$ cat src/rv32ex_pkg.sv
`timescale 1ns / 1ps

package rv32ex_pkg;

    localparam int XLEN = 32;

    // Bit positions inside operand_sel
    localparam int OSEL_IMM_B = 0;
    localparam int OSEL_PC_A  = 1;

    localparam logic [XLEN-1:0] LINK_OFFSET = 32'd4;
    localparam logic [XLEN-1:0] JALR_MASK   = ~32'd1;

    typedef enum logic [3:0] {
        ALU_ADD   = 4'd0,
        ALU_SUB   = 4'd1,
        ALU_SLL   = 4'd2,
        ALU_SLT   = 4'd3,
        ALU_SLTU  = 4'd4,
        ALU_XOR   = 4'd5,
        ALU_SRL   = 4'd6,
        ALU_SRA   = 4'd7,
        ALU_OR    = 4'd8,
        ALU_AND   = 4'd9,
        ALU_PASSB = 4'd10,
        ALU_PASSA = 4'd11
    } alu_op_t;

    typedef enum logic [1:0] {
        KIND_PLAIN  = 2'd0,
        KIND_BRANCH = 2'd1,
        KIND_JAL    = 2'd2,
        KIND_JALR   = 2'd3
    } kind_t;

    typedef enum logic [2:0] {
        COND_EQ  = 3'd0,
        COND_NE  = 3'd1,
        COND_LT  = 3'd4,
        COND_GE  = 3'd5,
        COND_LTU = 3'd6,
        COND_GEU = 3'd7
    } cond_t;

    typedef enum logic [1:0] {
        FWD_REG   = 2'd0,
        FWD_EXMEM = 2'd1,
        FWD_MEMWB = 2'd2
    } fwd_t;

    typedef struct packed {
        logic [XLEN-1:0] pc;
        logic [XLEN-1:0] rs1_value;
        logic [XLEN-1:0] rs2_value;
        logic [XLEN-1:0] imm;
        logic [XLEN-1:0] exmem_value;
        logic [XLEN-1:0] memwb_value;
        alu_op_t         func;
        logic [1:0]      operand_sel;
        kind_t           control_kind;
        cond_t           branch_cond;
        fwd_t            fwd_a;
        fwd_t            fwd_b;
    } instr_t;

    typedef struct packed {
        logic [XLEN-1:0] opa;
        logic [XLEN-1:0] opb;
    } operands_t;

    typedef struct packed {
        logic            redirect;
        logic            jump;
        logic [XLEN-1:0] target;
        logic [XLEN-1:0] link;
    } flow_t;

    typedef struct packed {
        logic [XLEN-1:0] result_value;
        logic [XLEN-1:0] store_data;
        logic            redirect;
        logic [XLEN-1:0] target;
    } result_t;

endpackage

$ cat src/rv32ex_fwd_mux.sv
`timescale 1ns / 1ps

module rv32ex_fwd_mux (
    input  rv32ex_pkg::instr_t    instr,
    input  logic                  forward_enable,
    output rv32ex_pkg::operands_t ops
);

    function automatic logic [rv32ex_pkg::XLEN-1:0] pick(
        input rv32ex_pkg::fwd_t          sel,
        input logic [rv32ex_pkg::XLEN-1:0] reg_val,
        input logic [rv32ex_pkg::XLEN-1:0] exm,
        input logic [rv32ex_pkg::XLEN-1:0] wb
    );
        logic [rv32ex_pkg::XLEN-1:0] v;
        v = reg_val;
        if (forward_enable) begin
            unique case (sel)
                rv32ex_pkg::FWD_EXMEM: v = exm;
                rv32ex_pkg::FWD_MEMWB: v = wb;
                default:               v = reg_val;
            endcase
        end
        return v;
    endfunction

    always_comb begin
        ops.opa = pick(instr.fwd_a, instr.rs1_value, instr.exmem_value, instr.memwb_value);
        ops.opb = pick(instr.fwd_b, instr.rs2_value, instr.exmem_value, instr.memwb_value);
    end

endmodule

$ cat src/rv32ex_alu.sv
`timescale 1ns / 1ps

module rv32ex_alu (
    input  rv32ex_pkg::alu_op_t          op,
    input  logic [rv32ex_pkg::XLEN-1:0]  a,
    input  logic [rv32ex_pkg::XLEN-1:0]  b,
    output logic [rv32ex_pkg::XLEN-1:0]  y
);

    localparam int SHW = $clog2(rv32ex_pkg::XLEN);

    logic [SHW-1:0] sh;

    assign sh = b[SHW-1:0];

    always_comb begin
        unique case (op)
            rv32ex_pkg::ALU_ADD:   y = a + b;
            rv32ex_pkg::ALU_SUB:   y = a - b;
            rv32ex_pkg::ALU_SLL:   y = a << sh;
            rv32ex_pkg::ALU_SLT:   y = {{(rv32ex_pkg::XLEN-1){1'b0}}, $signed(a) < $signed(b)};
            rv32ex_pkg::ALU_SLTU:  y = {{(rv32ex_pkg::XLEN-1){1'b0}}, a < b};
            rv32ex_pkg::ALU_XOR:   y = a ^ b;
            rv32ex_pkg::ALU_SRL:   y = a >> sh;
            rv32ex_pkg::ALU_SRA:   y = $unsigned($signed(a) >>> sh);
            rv32ex_pkg::ALU_OR:    y = a | b;
            rv32ex_pkg::ALU_AND:   y = a & b;
            rv32ex_pkg::ALU_PASSB: y = b;
            rv32ex_pkg::ALU_PASSA: y = a;
            default:               y = '0;
        endcase
    end

endmodule

$ cat src/rv32ex_branch.sv
`timescale 1ns / 1ps

module rv32ex_branch (
    input  rv32ex_pkg::instr_t    instr,
    input  rv32ex_pkg::operands_t ops,
    output rv32ex_pkg::flow_t     flow
);

    logic taken;

    always_comb begin
        unique case (instr.branch_cond)
            rv32ex_pkg::COND_EQ:  taken = ops.opa == ops.opb;
            rv32ex_pkg::COND_NE:  taken = ops.opa != ops.opb;
            rv32ex_pkg::COND_LT:  taken = $signed(ops.opa) < $signed(ops.opb);
            rv32ex_pkg::COND_GE:  taken = $signed(ops.opa) >= $signed(ops.opb);
            rv32ex_pkg::COND_LTU: taken = ops.opa < ops.opb;
            rv32ex_pkg::COND_GEU: taken = ops.opa >= ops.opb;
            default:              taken = 1'b0;
        endcase
    end

    always_comb begin
        flow.link     = instr.pc + rv32ex_pkg::LINK_OFFSET;
        flow.target   = instr.pc + instr.imm;
        flow.redirect = 1'b0;
        flow.jump     = 1'b0;
        unique case (instr.control_kind)
            rv32ex_pkg::KIND_PLAIN: begin
                flow.redirect = 1'b0;
            end
            rv32ex_pkg::KIND_BRANCH: begin
                flow.redirect = taken;
            end
            rv32ex_pkg::KIND_JAL: begin
                flow.redirect = 1'b1;
                flow.jump     = 1'b1;
            end
            rv32ex_pkg::KIND_JALR: begin
                // base is the forwarded rs1 operand, never the pc
                flow.redirect = 1'b1;
                flow.jump     = 1'b1;
                flow.target   = (ops.opa + instr.imm) & rv32ex_pkg::JALR_MASK;
            end
            default: begin
                flow.redirect = 1'b0;
            end
        endcase
    end

endmodule

$ cat src/rv32i_execute_stage_top.sv
`timescale 1ns / 1ps

// RV32I execute stage with operand forwarding.
// Input channel (s_*): one decoded instruction per request, with the
// forwarding sources exmem/memwb captured alongside it.
// Result channel (m_*): ALU or link result, store data, redirect and target.
// Path: a request accepted on s_* passes the input register, then the
// result register, before it shows on m_*.
// Throughput: one request per cycle while m_ready stays high; the single-pass
// ALU/branch logic between the two registers sets this figure.
// Stall: when m_ready is low the result register holds; an empty input
// register still takes one more request, after which s_ready drops until
// the receiver drains the result.
// Reset (aresetn low, synchronous): both stages empty, forward_enable = 1.
// Configuration: cfg_wr_en writes cfg_wr_data into forward_enable at the
// edge; write it only while no request is in flight.
module rv32i_execute_stage_top (
    input  logic               aclk,
    input  logic               aresetn,

    input  logic               cfg_wr_en,
    input  logic               cfg_wr_data,

    input  logic               s_valid,
    output logic               s_ready,
    input  logic        [31:0] s_pc,
    input  logic signed [31:0] s_rs1_value,
    input  logic signed [31:0] s_rs2_value,
    input  logic signed [31:0] s_imm,
    input  logic        [3:0]  s_func,
    input  logic        [1:0]  s_operand_sel,
    input  logic        [1:0]  s_control_kind,
    input  logic        [2:0]  s_branch_cond,
    input  logic        [1:0]  s_fwd_a,
    input  logic        [1:0]  s_fwd_b,
    input  logic signed [31:0] s_exmem_value,
    input  logic signed [31:0] s_memwb_value,

    output logic               m_valid,
    input  logic               m_ready,
    output logic signed [31:0] m_result_value,
    output logic signed [31:0] m_store_data,
    output logic               m_redirect,
    output logic        [31:0] m_target
);

    logic                       fwd_en_reg;
    logic                       in_valid_reg;
    rv32ex_pkg::instr_t         in_instr_reg;
    rv32ex_pkg::instr_t         in_instr_next;
    logic                       out_valid_reg;
    rv32ex_pkg::result_t        out_result_reg;
    rv32ex_pkg::result_t        out_result_next;

    rv32ex_pkg::operands_t      ops;
    rv32ex_pkg::flow_t          flow;
    logic [rv32ex_pkg::XLEN-1:0] alu_a;
    logic [rv32ex_pkg::XLEN-1:0] alu_b;
    logic [rv32ex_pkg::XLEN-1:0] alu_y;

    logic                       out_load;
    logic                       in_load;

    // Advance the result stage when it is empty or being drained
    assign out_load = !out_valid_reg || m_ready;
    // Take a new request when the input stage is empty or moves on this cycle
    assign in_load  = !in_valid_reg || out_load;
    assign s_ready  = in_load;

    // Pack the request payload
    always_comb begin
        in_instr_next.pc           = s_pc;
        in_instr_next.rs1_value    = s_rs1_value;
        in_instr_next.rs2_value    = s_rs2_value;
        in_instr_next.imm          = s_imm;
        in_instr_next.exmem_value  = s_exmem_value;
        in_instr_next.memwb_value  = s_memwb_value;
        in_instr_next.func         = rv32ex_pkg::alu_op_t'(s_func);
        in_instr_next.operand_sel  = s_operand_sel;
        in_instr_next.control_kind = rv32ex_pkg::kind_t'(s_control_kind);
        in_instr_next.branch_cond  = rv32ex_pkg::cond_t'(s_branch_cond);
        in_instr_next.fwd_a        = rv32ex_pkg::fwd_t'(s_fwd_a);
        in_instr_next.fwd_b        = rv32ex_pkg::fwd_t'(s_fwd_b);
    end

    always_ff @(posedge aclk) begin
        if (!aresetn) begin
            fwd_en_reg <= 1'b1;
        end else if (cfg_wr_en) begin
            fwd_en_reg <= cfg_wr_data;
        end
    end

    // Input register: hold while the result stage is blocked
    always_ff @(posedge aclk) begin
        if (!aresetn) begin
            in_valid_reg <= 1'b0;
        end else if (in_load) begin
            in_valid_reg <= s_valid;
        end
    end

    always_ff @(posedge aclk) begin
        if (in_load && s_valid) begin
            in_instr_reg <= in_instr_next;
        end
    end

    rv32ex_fwd_mux u_fwd (
        .instr          (in_instr_reg),
        .forward_enable (fwd_en_reg),
        .ops            (ops)
    );

    // ALU operand select: pc for auipc, immediate for I-type
    assign alu_a = in_instr_reg.operand_sel[rv32ex_pkg::OSEL_PC_A] ? in_instr_reg.pc : ops.opa;
    assign alu_b = in_instr_reg.operand_sel[rv32ex_pkg::OSEL_IMM_B] ? in_instr_reg.imm : ops.opb;

    rv32ex_alu u_alu (
        .op (in_instr_reg.func),
        .a  (alu_a),
        .b  (alu_b),
        .y  (alu_y)
    );

    rv32ex_branch u_branch (
        .instr (in_instr_reg),
        .ops   (ops),
        .flow  (flow)
    );

    // Jumps return the link address instead of the ALU result
    always_comb begin
        out_result_next.result_value = flow.jump ? flow.link : alu_y;
        out_result_next.store_data   = ops.opb;
        out_result_next.redirect     = flow.redirect;
        out_result_next.target       = flow.target;
    end

    // Result register: hold while the receiver stalls
    always_ff @(posedge aclk) begin
        if (!aresetn) begin
            out_valid_reg <= 1'b0;
        end else if (out_load) begin
            out_valid_reg <= in_valid_reg;
        end
    end

    always_ff @(posedge aclk) begin
        if (out_load && in_valid_reg) begin
            out_result_reg <= out_result_next;
        end
    end

    assign m_valid        = out_valid_reg;
    assign m_result_value = $signed(out_result_reg.result_value);
    assign m_store_data   = $signed(out_result_reg.store_data);
    assign m_redirect     = out_result_reg.redirect;
    assign m_target       = out_result_reg.target;

endmodule

$ cat config.mk
export PLATFORM = sky130hd
export DESIGN_NAME = rv32i_execute_stage_top
export DESIGN_NICKNAME = d
export VERILOG_FILES = /design/src/rv32ex_pkg.sv /design/src/rv32ex_fwd_mux.sv /design/src/rv32ex_alu.sv /design/src/rv32ex_branch.sv /design/src/rv32i_execute_stage_top.sv
export SDC_FILE = /design/constraint.sdc
export NUM_CORES = 1
export LEC_CHECK = 0
export ABC_AREA = 1
export BUFFER_PORTS_ARGS = -buffer_cell sky130_fd_sc_hd__buf_2
export CELL_PAD_IN_SITES_DETAIL_PLACEMENT = 0
export CELL_PAD_IN_SITES_GLOBAL_PLACEMENT = 1
export CORE_MARGIN = 2
export CORE_UTILIZATION = 47
export CTS_CLUSTER_DIAMETER = 50
export DETAILED_ROUTE_END_ITERATION = 7
export GPL_ROUTABILITY_DRIVEN = 0
export HOLD_SLACK_MARGIN = 0.15
export PLACE_DENSITY_LB_ADDON = 0.1
export SKIP_CTS_REPAIR_TIMING = 1
export SLEW_MARGIN = 20
export SYNTH_ARGS = -nofsm -noshare
export SYNTH_HDL_FRONTEND = slang
export SYNTH_HIERARCHICAL = 1
export SYNTH_SLANG_ARGS = --single-unit
$ cat constraint.sdc
create_clock -name aclk -period 10.4 [get_ports aclk]
set_input_delay 2.08 -clock aclk [delete_from_list [all_inputs] [get_ports aclk]]
set_output_delay 2.08 -clock aclk [all_outputs]
set_load 0.005 [all_outputs]
==> metrics.cfg, run 1 <==
[run_status]
outcome = completed

[synth]
yosysTopAreaCellShare_pct = 31.6
async_flop_share_pct = 0
ys_types = 54
ys.flop_type = edfxtp_1
yosys-top-cells-area = edfxtp_1 32%, nand2_1 18%, ha_1 8.7%, nand3_1 7.9%, inv_1 7.7%
synth_top_cell_by_area = edfxtp_1
syn_inst = 4320
synth_warnings = 6
ys_seq_area_share_pct = 31.8
syn-num-nets = 4738
syn-cell-area_um2 = 28900
avgSynthCellArea_um2 = 6.68
synth-edff-count = 304
synth_seq_cells = 307

[timing]
hold_viol = 0
worstMarginPinSlew_ns = 1.19
setup_violations = 0
setup_ws_ns = 4.13
rsz0062_at_grt = no
max_slew_margin_pct = 20.0
fin_crit_ns = 6.27
slew_violations = 0
fin_setup_tns_ns = 0
min_period_over_period_pct = 60.3
fmax_ghz = 0.159
skew_ns = 0.0217

[pwr]
vdd_drop_max_v = 0.000152
power.switching_mw = 2.12
total_power_mw = 5.04
power_leakage_nw = 16.1
pwr-share-seq_pct = 30.3
pwr-share-clk_pct = 29.7
power_frac_comb_pct = 40.0
internal_power_mw = 2.92
power_density_nw_per_um2 = 156
p_sw_share_pct = 42.1

[routing]
drc = 0
vias = 30200
routed_wl_um = 119000
avgViaCountPerCell = 5.62
ant_nets = 0
wl_per_cell_um = 22.2
drt_iter0_drc = 3571
dr.pass1.iters = 6

[clocking]
cts_root_buf = clkbuf_16
clock_path_buffers = 3
cts_tree = done
clk_latency_ns = 0.59
cts_max_level = 2
clkSinkCount = 307
cts_buffers = 44
clk_pin_slew_worst_paths_ns = 0.06

[floorplan]
ios = 312
die_y_um = 252
die_area_um2 = 63400
core-area_um2 = 60600
die_width_um = 252
num_rows = 90
start_util_pct = 47.6

[hold_path]
hold_path_class = register to register
hold_path_startpoint = in_valid_reg$_SDFFE_PN0P_
holdPathStages = 2
whs_endpoint = in_valid_reg$_SDFFE_PN0P_

[global_routing]
grt_pass1_wl_um = 174000
track_usage_pct = 36.9
grt_pass1_vias = 28400
antenna_found_initial = 4
grt_max_degree = 126
grt_overflow = 0

[critical_path]
start_kind = register
crit_path_end_kind = register
cp_data_arrival_time_ns = 6.60
path_max_fanout = 38
worstReg2RegEnd = m_result_value[26]$_DFFE_PP_
path_class = register to register
required_ns = 10.73
reg2reg_from = in_instr_reg[0]$_DFFE_PP_
r2r_setup_slack_ns = 4.13
r2r_cells = 21

[place]
pre_cts_ws_ns = 4.57
place.port_buffers = 311
place_inst = 5298
dp_hpwl_um = 94600

[run]
drv_cap = 0

[finish]
area_growth_pct = 11.9
final_cells = 5378
drive_above_1_share_pct = 11.9
final_net_count = 4980
largest_register_ffs = 207
filler_cell_count = 6189

cell families after synthesis:
| kind of cell | after synthesis | share of synthesized area [%] |
|---|---|---|
| AND/OR/NAND/NOR | 2489 | 36.1 |
| buffers and inverters | 757 | 10.9 |
| AO/OA/AOI/OAI | 521 | 10.9 |
| flip-flops | 307 | 31.8 |
| adder cells (fa/ha/maj) | 205 | 8.99 |
| XOR/XNOR | 39 | 1.18 |
| multiplexers | 2 | 0.0694 |
Yosys cell counts (13+ instances only):
library cell  count
nand2_1        1367
inv_1           595
nor2_1          488
nand3_1         457
edfxtp_1        304
ha_1            201
a21oi_1         175
o21ai_0         140
o21ai_2          81
buf_2            63
nor3_1           48
nand4_1          46
o22ai_1          33
clkbuf_1         31
xor2_1           30
buf_1            21
nand3b_1         20
o211ai_1         19
buf_6            18
and2_1           15
buf_4            15
o21ai_1          15
a21o_1           13
o21bai_1         13
how the worst max path moves through the flow:
stage	start	to	slack, ns	cells after the start
after floorplan	m_ready	m_redirect$_DFFE_PP_	3.01	2
after global placement	in_instr_reg[0]$_DFFE_PP_	m_result_value[21]$_DFFE_PP_	4.67	25
after detailed placement	in_instr_reg[0]$_DFFE_PP_	m_result_value[21]$_DFFE_PP_	4.57	25
after CTS	in_instr_reg[0]$_DFFE_PP_	m_result_value[21]$_DFFE_PP_	4.55	25
after global routing	in_instr_reg[0]$_DFFE_PP_	m_result_value[26]$_DFFE_PP_	3.73	21
final	in_instr_reg[0]$_DFFE_PP_	m_result_value[26]$_DFFE_PP_	4.13	21
worst max-delay path, stage by stage, from the launching register on:
cell and delay (ns):
edfxtp_1 0.38, inv_1 0.08, ha_1 0.22, inv_1 0.06, nand2_2 0.39, inv_2 0.65
nor2_1 0.09, nor2_1 0.29, inv_1 0.09, o21ai_2 0.11, buf_4 0.42, clkinv_1 0.99
ha_1 0.58, or2_2 0.32, nand3_1 0.10, nand2_1 0.08, nand3_1 0.13, nand3_1 0.09
nor2_1 0.61, nand3_1 0.16, inv_1 0.11, o21ai_2 0.05
area by class of cell:
type | instances | area, um^2 | share of cell area (%)
tap | 782 | 978 | 3.03
inverter | 606 | 2280 | 7.06
clock inverter | 30 | 343 | 1.06
multi-input combinational | 3256 | 16600 | 51.3
antenna | 2 | 5.00 | 0.0155
clock buffer | 48 | 1120 | 3.45
sequential | 307 | 9190 | 28.4
timing repair buffer | 347 | 1830 | 5.65
placed cells by master (no fill, tap or decap), types with 8 or more instances in the layout:
cell type,n
a21o_1,13
a21oi_1,174
and2_1,15
buf_2,311
buf_4,36
clkbuf_16,44
clkinv_1,8
edfxtp_1,304
ha_1,201
inv_1,591
inv_2,12
nand2_1,1367
nand3_1,457
nand3b_1,20
nand4_1,46
nor2_1,487
nor3_1,48
o211ai_1,19
o21ai_0,137
o21ai_1,15
o21ai_2,81
o21bai_1,13
o22ai_1,33
or2_2,8
xnor2_1,9
xor2_1,30
metal layers:
layer	GRT usage [%]	wire, um	up-vias
li1	-	-	14600
met1	47.0	47600	13700
met2	58.2	52600	1570
met3	7.63	11300	350
met4	21.6	7870	4
met5	0	30	-
metrics by stage:
step	hold WS, ns	instance area [um^2]	util [%]
finish	0.534	32300	53.3
global route	0.559	32300	53.3
CTS	0.537	32300	53.3
detailed placement	0.526	30800	50.9
global placement	0.520	30800	50.9
floorplan	0.449	28900	-
power groups by stage:
stage / logic (mW) / registers [mW] / clock network (mW)
final: 2.01 / 1.53 / 1.50
after global routing: 2.20 / 1.53 / 1.57
after CTS: 1.95 / 1.53 / 1.52
after detailed placement: 1.94 / 1.55 / 0
after global placement: 1.94 / 1.55 / 0
after floorplan: 1.32 / 1.53 / 0
Note: power is estimated with default switching activity, not from simulation.
==> inputs of run 2 (changes only) <==
--- a/config.mk
+++ b/config.mk
@@ -10,7 +10,7 @@
 export CELL_PAD_IN_SITES_DETAIL_PLACEMENT = 0
 export CELL_PAD_IN_SITES_GLOBAL_PLACEMENT = 1
 export CORE_MARGIN = 2
-export CORE_UTILIZATION = 47
+export CORE_UTILIZATION = 44
 export CTS_CLUSTER_DIAMETER = 50
 export DETAILED_ROUTE_END_ITERATION = 7
 export GPL_ROUTABILITY_DRIVEN = 0
==> constraint.sdc (replaced) <==
create_clock -name aclk -period 6.4 [get_ports aclk]
set_input_delay 1.28 -clock aclk [delete_from_list [all_inputs] [get_ports aclk]]
set_output_delay 1.28 -clock aclk [all_outputs]
set_load 0.005 [all_outputs]
==> run 2 against run 1 <==
Against the previous run: the run now ends with design-rule violations left; critical path depth up 1; clock power up 63%; maximum frequency up 24%; sequential power up 62%; first-iteration DRC count up 1.6%; via count up 0.56%; setup slack worse by 2.8 ns; final area up 1.1%; sequential cell count unchanged; total power up 64%; sequential share of layout area down 0.31 points; cell count up 2.0%; critical endpoint is now m_result_value[7]$_DFFE_PP_.
==> metrics.cfg, run 2 (same netlist as run 1, synthesis figures left out) <==
[run_status]
outcome = finished with violations  ; was completed
violations = design-rule violations

[run]
drv_cap = 0  ; unchanged

[finish]
final_cell_mix = 1,367 x nand2_1, 593 x inv_1, 485 x nor2_1  ; was 1,367 x nand2_1, 591 x inv_1, 487 x nor2_1
drive_above_1_share_pct = 12.7  ; was 11.9%
area_growth_pct = 13.2  ; was 11.9%
largest_register_ffs = 207  ; unchanged
utilization_pct = 50.5  ; was 53.3%
filler_cell_count = 6793  ; was 6,189
final_cells = 5485  ; was 5,378
final_common_cell = nand2_1  ; unchanged
final_net_count = 5013  ; was 4,980

[critical_path]
path_class = register to register  ; unchanged
crit_path_end_kind = register  ; unchanged
required_ns = 6.72  ; was 10.73 ns
cp_data_arrival_time_ns = 5.38  ; was 6.60 ns
start_kind = register  ; unchanged
path_max_fanout = 22  ; was 38

[floorplan]
num_rows = 93  ; was 90
core-area_um2 = 64700  ; was 60,600 um^2
die_width_um = 260  ; was 252 um
start_util_pct = 44.6  ; was 47.6%
die_y_um = 260  ; was 252 um
die_area_um2 = 67700  ; was 63,400 um^2
ios = 312  ; unchanged

[routing]
dr.pass1.iters = 8  ; was 6
drt_iter0_drc = 3628  ; was 3,571
ant_nets = 0  ; unchanged
wl_per_cell_um = 22.7  ; was 22.2 um
drc = 3  ; was 0
avgViaCountPerCell = 5.54  ; was 5.62
vias = 30400  ; was 30.2k
routed_wl_um = 124000  ; was 119,000 um

[timing]
hold_slack_ns = 0.530  ; was 0.534 ns
fin_crit_ns = 5.06  ; was 6.27 ns
fmax_ghz = 0.198  ; was 0.159 GHz
hold_viol = 0  ; unchanged
setup_violations = 0  ; unchanged
worstMarginPinSlew_ns = 1.07  ; was 1.19 ns
setup_ws_ns = 1.34  ; was 4.13 ns
skew_ns = 0.0452  ; was 0.0217 ns
min_period_over_period_pct = 79.0  ; was 60.3%
rsz0062_at_grt = no  ; unchanged
slew_violations = 0  ; unchanged
fin_setup_tns_ns = 0  ; unchanged
max_slew_margin_pct = 28.9  ; was 20.0%

[global_routing]
grt_max_degree = 107  ; was 126
antenna_found_initial = 4  ; unchanged
track_usage_pct = 36.0  ; was 36.9%
grt_pass1_wl_um = 179000  ; was 174,000 um
grt_pass1_vias = 28600  ; was 28.4k
grt_overflow = 0  ; unchanged

[clocking]
cts_root_buf = clkbuf_16  ; unchanged
cts_buffers = 43  ; was 44
cts_max_level = 2  ; unchanged
cts_tree = done  ; unchanged
clock_path_buffers = 3  ; unchanged
clk_latency_ns = 0.61  ; was 0.59 ns
clk_pin_slew_worst_paths_ns = 0.06  ; about the same
clkSinkCount = 307  ; unchanged

[pwr]
power_density_nw_per_um2 = 253  ; was 156 nW/um^2
power_leakage_nw = 16.3  ; was 16.1 nW
vdd_drop_max_v = 0.000304  ; was 0.000152 V

[place]
place.port_buffers = 311  ; unchanged
place_inst = 5405  ; was 5,298
dp_hpwl_um = 98600  ; was 94,600 um
pre_cts_ws_ns = 1.41  ; was 4.57 ns

[hold_path]
hold_path_class = register to register  ; unchanged

==> run 2: power breakdown <==
part | switching (mW) | internal (mW)
Clock | 1.04 | 1.41
Sequential | 0.0979 | 2.38
Combinational | 2.36 | 0.965
Total | 3.50 | 4.75
==> run 2: per-stage QoR <==
step / instance area, um^2 / total power [mW]
floorplan: 28900 / 4.64
global placement: 31200 / 5.74
detailed placement: 31200 / 5.74
CTS: 32700 / 8.20
global route: 32700 / 8.68
finish: 32700 / 8.26
==> run 2: critical path, stage by stage, from the launching register on <==
cell and delay [ns]:
edfxtp_1 0.34, inv_1 0.05, ha_1 0.33, nor2_4 0.48
buf_4 0.24, nor2_1 0.04, nor2_1 0.30, inv_1 0.10
o21ai_1 0.51, inv_1 0.10, ha_1 0.46, nor2_1 0.32
nand2_1 0.18, inv_1 0.08, nand2_1 0.06, nand2_1 0.32
nand2_1 0.09, nand3_1 0.08, nand4_1 0.13, nor2_1 0.11
o21ai_0 0.26, inv_1 0.15, o21ai_2 0.06
==> run 2: worst paths after layout <==
path / start / endpoint / slack [ns] / cells after the start
min: in_valid_reg$_SDFFE_PN0P_ / in_valid_reg$_SDFFE_PN0P_ / 0.53 / 2
max: in_instr_reg[2]$_DFFE_PP_ / m_result_value[7]$_DFFE_PP_ / 1.34 / 22
min reg2reg: in_valid_reg$_SDFFE_PN0P_ / in_valid_reg$_SDFFE_PN0P_ / 0.53 / 2
max reg2reg: in_instr_reg[2]$_DFFE_PP_ / m_result_value[7]$_DFFE_PP_ / 1.34 / 22
==> run 2: area by class of cell <==
cell class / count / area (um^2) / share of cell area [%]
inverter: 606 / 2280 / 6.99
clock inverter: 29 / 334 / 1.02
clock buffer: 50 / 1100 / 3.38
antenna: 1 / 2.50 / 0.00766
tap: 855 / 1070 / 3.28
multi-input combinational: 3256 / 16600 / 50.7
sequential: 307 / 9190 / 28.1
timing repair buffer: 381 / 2110 / 6.45
==> run 2: layer usage <==
| metal | share of wire [%] | GRT usage [%] |
|---|---|---|
| met1 | 40 | 45.3 |
| met2 | 44 | 57.0 |
| met3 | 8.6 | 6.88 |
| met4 | 7.3 | 22.4 |
| met5 | 0.039 | 0 |
